File: config.mk
export PLATFORM = sky130hd
export DESIGN_NAME = top_key_frequency_table
export DESIGN_NICKNAME = d
export VERILOG_FILES = /design/src/rtl/tkft_pkg.sv /design/src/rtl/top_key_frequency_table.sv /design/src/rtl/tkft_cell.sv /design/src/rtl/tkft_head.sv
export SDC_FILE = /design/constraint.sdc
export NUM_CORES = 2
export LEC_CHECK = 0
export BUFFER_PORTS_ARGS = -buffer_cell sky130_fd_sc_hd__buf_4
export CAP_MARGIN = 20
export CORE_AREA = 2 2 375 377
export DETAILED_ROUTE_END_ITERATION = 7
export DIE_AREA = 0 0 377 379
export PLACE_DENSITY = 0.63
export RECOVER_POWER = 50
export SYNTH_ARGS = -nofsm -noshare
export SYNTH_HDL_FRONTEND = slang
export SYNTH_HIERARCHICAL = 1
export SYNTH_SLANG_ARGS = --single-unit
export TNS_END_PERCENT = 100
File: constraint.sdc
create_clock -name clk -period 18.8 [get_ports clk]
set_input_delay 0.94 -clock clk [delete_from_list [all_inputs] [get_ports clk]]
set_output_delay 0.94 -clock clk [all_outputs]
set_load 0.05 [all_outputs]
File: src/rtl/tkft_pkg.sv
// Types and constants for the key frequency table.
// No dependencies.
package tkft_pkg;

  localparam int TABLE_SIZE_DEF = 16;
  localparam int MAX_OUT        = 16;
  localparam int KEY_W          = 32;
  localparam int CNT_W          = 32;
  localparam int LIM_W          = 5;

  typedef struct packed {
    logic [KEY_W-1:0] key;
    logic [CNT_W-1:0] total;
    logic [CNT_W-1:0] blocked;
    logic             used;
    logic             done;   // already emitted in this readout
  } slot_t;

  typedef enum logic [2:0] {
    OP_PASS,
    OP_CLEAR,
    OP_MARK,
    OP_HIT,
    OP_NEW
  } head_op_t;

  typedef struct packed {
    head_op_t         op;
    logic [KEY_W-1:0] key;
    logic             blk;
  } head_ctl_t;

  typedef enum logic [2:0] {
    ST_IDLE,
    ST_FIND,
    ST_APPLY,
    ST_SCAN,
    ST_EMIT
  } state_t;

  function automatic logic [CNT_W-1:0] sat_inc(input logic [CNT_W-1:0] v);
    sat_inc = (&v) ? v : v + {{(CNT_W-1){1'b0}}, 1'b1};
  endfunction

endpackage

File: src/rtl/top_key_frequency_table.sv
// Key frequency table: ring of TABLE_SIZE slot cells rotating past one head unit.
// Record: after accept, a find pass, then an update pass, over the ring; the next item
// is taken once both passes are done. Readout: a scan pass, then an emit step, per emitted entry, plus output stalls.
// Rate is set by the ring rotation: one slot passes the head unit per cycle while the ring shifts (find, apply, scan).
// Reset (rst, synchronous, active high) clears every slot and the output valid.
module top_key_frequency_table #(
  parameter int TABLE_SIZE = tkft_pkg::TABLE_SIZE_DEF
) (
  input  logic         clk,
  input  logic         rst,
  input  logic         s_tvalid,
  output logic         s_tready,
  input  logic [39:0]  s_tdata,   // [31:0] item_key, [36:32] readout_limit, rest zero
  input  logic [1:0]   s_tuser,   // [0] command, [1] was_blocked
  output logic         m_tvalid,
  input  logic         m_tready,
  output logic [95:0]  m_tdata,   // [31:0] entry_key, [63:32] entry_total,
                                  // [95:64] entry_blocked
  output logic         m_tuser,   // [0] entry_used
  output logic         m_tlast    // last_entry
);
  import tkft_pkg::*;

  localparam int IDX_W = $clog2(TABLE_SIZE);
  localparam int CAP   = (TABLE_SIZE < MAX_OUT) ? TABLE_SIZE : MAX_OUT;
  localparam logic [LIM_W-1:0] CAP_V   = LIM_W'(CAP);
  localparam logic [IDX_W-1:0] POS_END = IDX_W'(TABLE_SIZE - 1);

  // ring: slot at ring[0] is at the head; pos is its slot index
  slot_t     ring [TABLE_SIZE];
  slot_t     head_out;
  head_ctl_t ctl;
  logic      shift;

  state_t state, state_next;
  logic [IDX_W-1:0] pos;
  logic             pass_end;

  // request
  logic [KEY_W-1:0] req_key;
  logic             req_blk;

  // record search results
  logic             hit;
  logic [IDX_W-1:0] hit_idx;
  logic [IDX_W-1:0] vic_idx;
  logic [CNT_W-1:0] vic_min;
  logic [IDX_W-1:0] tgt_idx;

  // readout selection
  logic             first_pass;
  logic             mark_pending;
  logic [IDX_W-1:0] mark_idx;
  logic             best_valid;
  slot_t            best;
  logic [IDX_W-1:0] best_idx;
  logic [LIM_W-1:0] n_out;
  logic [LIM_W-1:0] cnt;
  logic [LIM_W-1:0] cnt_inc;
  logic             eligible;
  logic             out_free;
  logic             emit_last;

  logic             in_acc;
  logic [LIM_W-1:0] lim_in;
  logic [LIM_W-1:0] n_in;

  assign in_acc    = s_tvalid && s_tready;
  assign lim_in    = s_tdata[36:32];
  assign n_in      = (lim_in > CAP_V) ? CAP_V : lim_in;
  assign pass_end  = (pos == POS_END);
  assign tgt_idx   = hit ? hit_idx : vic_idx;
  assign out_free  = !m_tvalid || m_tready;
  assign cnt_inc   = cnt + LIM_W'(1);
  assign emit_last = (cnt_inc == n_out);

  // ring of cells, tail fed from the head unit
  for (genvar i = 0; i < TABLE_SIZE; i++) begin : g_cell
    slot_t d;
    if (i == TABLE_SIZE - 1) begin : g_tail
      assign d = head_out;
    end else begin : g_mid
      assign d = ring[i+1];
    end
    tkft_cell u_cell (
      .clk  (clk),
      .rst  (rst),
      .shift(shift),
      .d    (d),
      .q    (ring[i])
    );
  end

  tkft_head u_head (
    .cur(ring[0]),
    .ctl(ctl),
    .nxt(head_out)
  );

  // slot at head counts as a readout candidate unless already emitted
  assign eligible = first_pass ||
                    !(ring[0].done || (mark_pending && pos == mark_idx));

  // next state
  always_comb begin
    state_next = state;
    case (state)
      ST_IDLE: begin
        if (in_acc) begin
          if (!s_tuser[0]) begin
            state_next = ST_FIND;
          end else if (n_in != '0) begin
            state_next = ST_SCAN;
          end
        end
      end
      ST_FIND:  if (pass_end) state_next = ST_APPLY;
      ST_APPLY: if (pass_end) state_next = ST_IDLE;
      ST_SCAN:  if (pass_end) state_next = ST_EMIT;
      ST_EMIT: begin
        if (out_free) begin
          state_next = emit_last ? ST_IDLE : ST_SCAN;
        end
      end
      default: state_next = ST_IDLE;
    endcase
  end

  // control outputs
  always_comb begin
    s_tready = 1'b0;
    shift    = 1'b0;
    ctl.op   = OP_PASS;
    ctl.key  = req_key;
    ctl.blk  = req_blk;
    case (state)
      ST_IDLE: s_tready = 1'b1;
      ST_FIND: shift = 1'b1;
      ST_APPLY: begin
        shift = 1'b1;
        if (pos == tgt_idx) begin
          ctl.op = hit ? OP_HIT : OP_NEW;
        end
      end
      ST_SCAN: begin
        shift = 1'b1;
        if (first_pass) begin
          ctl.op = OP_CLEAR;
        end else if (mark_pending && pos == mark_idx) begin
          ctl.op = OP_MARK;
        end
      end
      ST_EMIT: shift = 1'b0;
      default: shift = 1'b0;
    endcase
  end

  always_ff @(posedge clk) begin
    if (rst) begin
      state    <= ST_IDLE;
      m_tvalid <= 1'b0;
    end else begin
      state <= state_next;
      if (state == ST_EMIT && out_free) begin
        m_tvalid <= 1'b1;
      end else if (m_tvalid && m_tready) begin
        m_tvalid <= 1'b0;
      end
    end
  end

  // datapath (no reset needed: set up at accept)
  always_ff @(posedge clk) begin
    if (shift) begin
      pos <= pass_end ? '0 : pos + IDX_W'(1);
    end
    case (state)
      ST_IDLE: begin
        if (in_acc) begin
          pos          <= '0;
          req_key      <= s_tdata[31:0];
          req_blk      <= s_tuser[1];
          hit          <= 1'b0;
          first_pass   <= 1'b1;
          mark_pending <= 1'b0;
          best_valid   <= 1'b0;
          n_out        <= n_in;
          cnt          <= '0;
        end
      end
      ST_FIND: begin
        if (!hit && ring[0].used && ring[0].key == req_key) begin
          hit     <= 1'b1;
          hit_idx <= pos;
        end
        // strict compare keeps the first slot holding the minimum
        if (pos == '0 || ring[0].total < vic_min) begin
          vic_min <= ring[0].total;
          vic_idx <= pos;
        end
      end
      ST_SCAN: begin
        // strict compare keeps ties in slot order
        if (eligible && (!best_valid || ring[0].total > best.total)) begin
          best_valid <= 1'b1;
          best       <= ring[0];
          best_idx   <= pos;
        end
      end
      ST_EMIT: begin
        if (out_free) begin
          m_tdata      <= {best.blocked, best.total, best.key};
          m_tuser      <= best.used;
          m_tlast      <= emit_last;
          mark_idx     <= best_idx;
          mark_pending <= 1'b1;
          first_pass   <= 1'b0;
          best_valid   <= 1'b0;
          cnt          <= cnt_inc;
        end
      end
      default: begin
        first_pass <= first_pass;
      end
    endcase
  end

endmodule

File: src/rtl/tkft_cell.sv
// One slot of the rotating table ring.
// Depends on tkft_pkg.
module tkft_cell (
  input  logic          clk,
  input  logic          rst,
  input  logic          shift,
  input  tkft_pkg::slot_t d,
  output tkft_pkg::slot_t q
);
  import tkft_pkg::*;

  always_ff @(posedge clk) begin
    if (rst) begin
      q <= '0;
    end else if (shift) begin
      q <= d;
    end
  end

endmodule

File: src/rtl/tkft_head.sv
// Update unit at the head of the ring: rewrites the slot passing by.
// Depends on tkft_pkg.
module tkft_head (
  input  tkft_pkg::slot_t     cur,
  input  tkft_pkg::head_ctl_t ctl,
  output tkft_pkg::slot_t     nxt
);
  import tkft_pkg::*;

  always_comb begin
    nxt = cur;
    case (ctl.op)
      OP_PASS:  nxt = cur;
      OP_CLEAR: nxt.done = 1'b0;
      OP_MARK:  nxt.done = 1'b1;
      OP_HIT: begin
        nxt.total = sat_inc(cur.total);
        if (ctl.blk) begin
          nxt.blocked = sat_inc(cur.blocked);
        end
      end
      OP_NEW: begin
        nxt.key     = ctl.key;
        nxt.used    = 1'b1;
        nxt.total   = {{(CNT_W-1){1'b0}}, 1'b1};
        nxt.blocked = {{(CNT_W-1){1'b0}}, ctl.blk};
      end
      default: nxt = cur;
    endcase
  end

endmodule

==> flow_summary.ini <==
[die]
core_mm2 = 0.139
die_h_um = 379
num_rows = 137
die-width_um = 377
pin_count = 146
dieArea_mm2 = 0.143
initial_utilization_pct = 49.8

[finish]
multi_input_area_mm2 = 0.0261
filler_cell_count = 12100
utilization_pct = 54.6
design_area_mm2 = 0.0759
layout_commonest_cell = mux2i_1
final_cell_mix = 1,607 x mux2i_1, 1,594 x nor2_1, 1,576 x dfxtp_1
layout-drive-gt1-share_pct = 5.40
area_delta_synth_final_pct = 9.79
nets = 6243
seq_area_mm2 = 0.0403

[power_and_ir_drop]
sw_frac_of_total_pct = 26.9
p_sw_mw = 2.65
p_int_mw = 7.21
p_total_mw = 9.86
clock_power_share_pct = 36.0
combPwrFrac_pct = 21.8
ir_drop_v = 0.000142
powerDensity_mw_per_mm2 = 130
leakage_nw = 29.5
sequentialPowerShare_pct = 42.2

[route]
wirelength_mm = 123
ant_nets = 0
via_count = 40900
drc_errors = 0
viasPerCell = 5.06
drt_iter0_drc = 2490
detail_route.wl_per_cell_um = 15.2
drt-pass1-iter-count = 5

[setup_path]
path_max_fanout = 132
crit_required_ps = 19440
worstPathArrival_ps = 12130
crit_path_end_kind = register
startpoint_type = register
crit_type = reg -> reg

[clocking]
cts_buffer_depth = 3
cts_resized = 0
postCtsHoldBufs = 0
cts_setup_buffers = 0
cts_made_buffers = 186
clkLatencyLatePin_ps = 800
path_clk_slew_ps = 60
cts_tree = built
root_buffer = clkbuf_16
cts-htree-levels = 4
clock_sinks = 1866

[synthesis]
syn_avg_cell_area_um2 = 11.3
yosysTopAreaCellShare_pct = 45.7
synthesis.area_mm2 = 0.0691
synthCells = 6125
synth_edf_count = 290
synth_cell_type_count = 65
syn_nets = 6239
ys_ff_latch = 1866
synth_largest_area_cell = dfxtp_1
synth-seq-area-share_pct = 58.3
async_flop_share_pct = 0
yosysWarningCount = 6
ys.flop_type = dfxtp_1
synthTopCellsByArea = dfxtp_1 46%, mux2i_1 23%, edfxtp_1 13%

[timing]
setup_tns_ps = 0
final-setup-viol-count = 0
min_period_ps = 11490
finalCritPeriodShare_pct = 61.1
slew_viol_final = 510
hold_viol_final = 0
worstMarginPinSlew_ps = 8800
setup_ws_ps = 7310
slew_headroom_pct = -486
skew_ps = 29.5
max_freq_ghz = 0.0871
rsz0062_at_grt = no

[global_route]
grt_overflow = 0
grt_max_degree = 206
track_usage_pct = 17.0
grt_pass1_wl_mm = 200
antenna_found_initial = 11
grt_pass1_vias = 38200

[placement]
routabilityCongestion = 0.797
dpl_cell_area_mm2 = 0.0704
pre_cts_slack_ps = 13390
hpwl_mm = 73.1
io_buffers = 142

[outcome]
status = finished, violations left
violations = max-capacitance violations, max-slew violations

[job]
drv_cap = 10

[min_path]
hp-class = in -> reg
[stage by stage]
step                hold slack [ps]  std cells
finish                          339       8089
global route                    289       8088
CTS                             238       8084
detailed placement              405       7744
global placement                401       7744
floorplan                       400       6125
[layout make-up]
type | instances | area share, %
antenna | 1 | 0.00330
clock buffer | 297 | 7.24
clock inverter | 43 | 0.554
inverter | 74 | 0.366
multi-input combinational | 3806 | 34.4
sequential | 1866 | 53.1
tap | 1807 | 2.98
timing repair buffer | 195 | 1.40
[cells by family (layout without fill, tap and decap cells)]
group | after synthesis | count (layout) | synth area share, %
multiplexers | 1607 | 1607 | 23.3
AO/OA/AOI/OAI | 135 | 135 | 1.37
XOR/XNOR | 46 | 46 | 0.583
adder cells (fa/ha/maj) | 68 | 68 | 1.23
buffers and inverters | 453 | 609 | 3.99
flip-flops | 1866 | 1866 | 58.3
other | 0 | 1 | 0
AND/OR/NAND/NOR | 1950 | 1950 | 11.3
[flip-flops by register name, indices dropped and copies added (netlist names), 3 cells and up]
name / flops
vic_idx: 4
g_cell.u_cell/q: 1568
vic_min: 32
best: 97
pos: 4
hit_idx: 4
mark_idx: 4
m_tdata: 96
state: 3
best_idx: 4
req_key: 32
cnt: 5
n_out: 5
[cells in the mapped netlist (5+ instances only)]
library cell	instances
dfxtp_1	1576
buf_2	67
nor2b_1	8
buf_6	18
xor2_1	24
buf_8	32
and4_1	6
inv_1	74
nand2_1	172
nor4_1	11
a21oi_1	26
mux2i_1	1607
o21ai_0	24
clkbuf_1	134
nand3b_1	5
o31ai_1	16
edfxtp_1	290
nand4_1	42
nand3_1	44
buf_4	128
xnor2_1	22
nand2b_1	5
and3_1	14
a21o_1	11
nor2_1	1594
nor3_1	21
ha_1	68
o211ai_1	21
[critical path, stage by stage (launching register included)]
cell,delay [ps]
dfxtp_1,480
nor2_1,200
nor2_1,1610
buf_12,690
clkbuf_1,6100
buf_4,1430
mux2i_1,290
nor2_1,50
[worst paths after layout]
path	start	end	slack [ps]	depth (start not counted)
worst min register to register	best[79]	m_tdata[13]	400	0
worst max-delay path	state[0]	g_cell[4].u_cell/q[33]	7310	7
worst min-delay path	s_tdata[22]	req_key[22]	340	1
worst max register to register	state[0]	g_cell[4].u_cell/q[33]	7310	7
[power groups by stage]
| stage | logic [mW] | registers (mW) | clock network, mW |
|---|---|---|---|
| 6_report | 2.15 | 4.17 | 3.55 |
| 3_5_place_dp | 2.02 | 4.25 | 0 |
| 3_3_place_gp | 2.01 | 4.25 | 0 |
| 4_1_cts | 2.02 | 4.16 | 3.67 |
| 5_1_grt | 2.27 | 4.17 | 3.83 |
| 2_1_floorplan | 1.97 | 4.24 | 0 |
[metal layers]
metal,vias to the layer above,GRT usage (%),share of wire [%]
li1,20800,-,-
met1,19300,24.5,50
met2,592,26.0,43
met3,178,3.20,4.5
met4,2,5.08,2.0
met5,-,0,0.011
(Power assumes the default switching activity.)
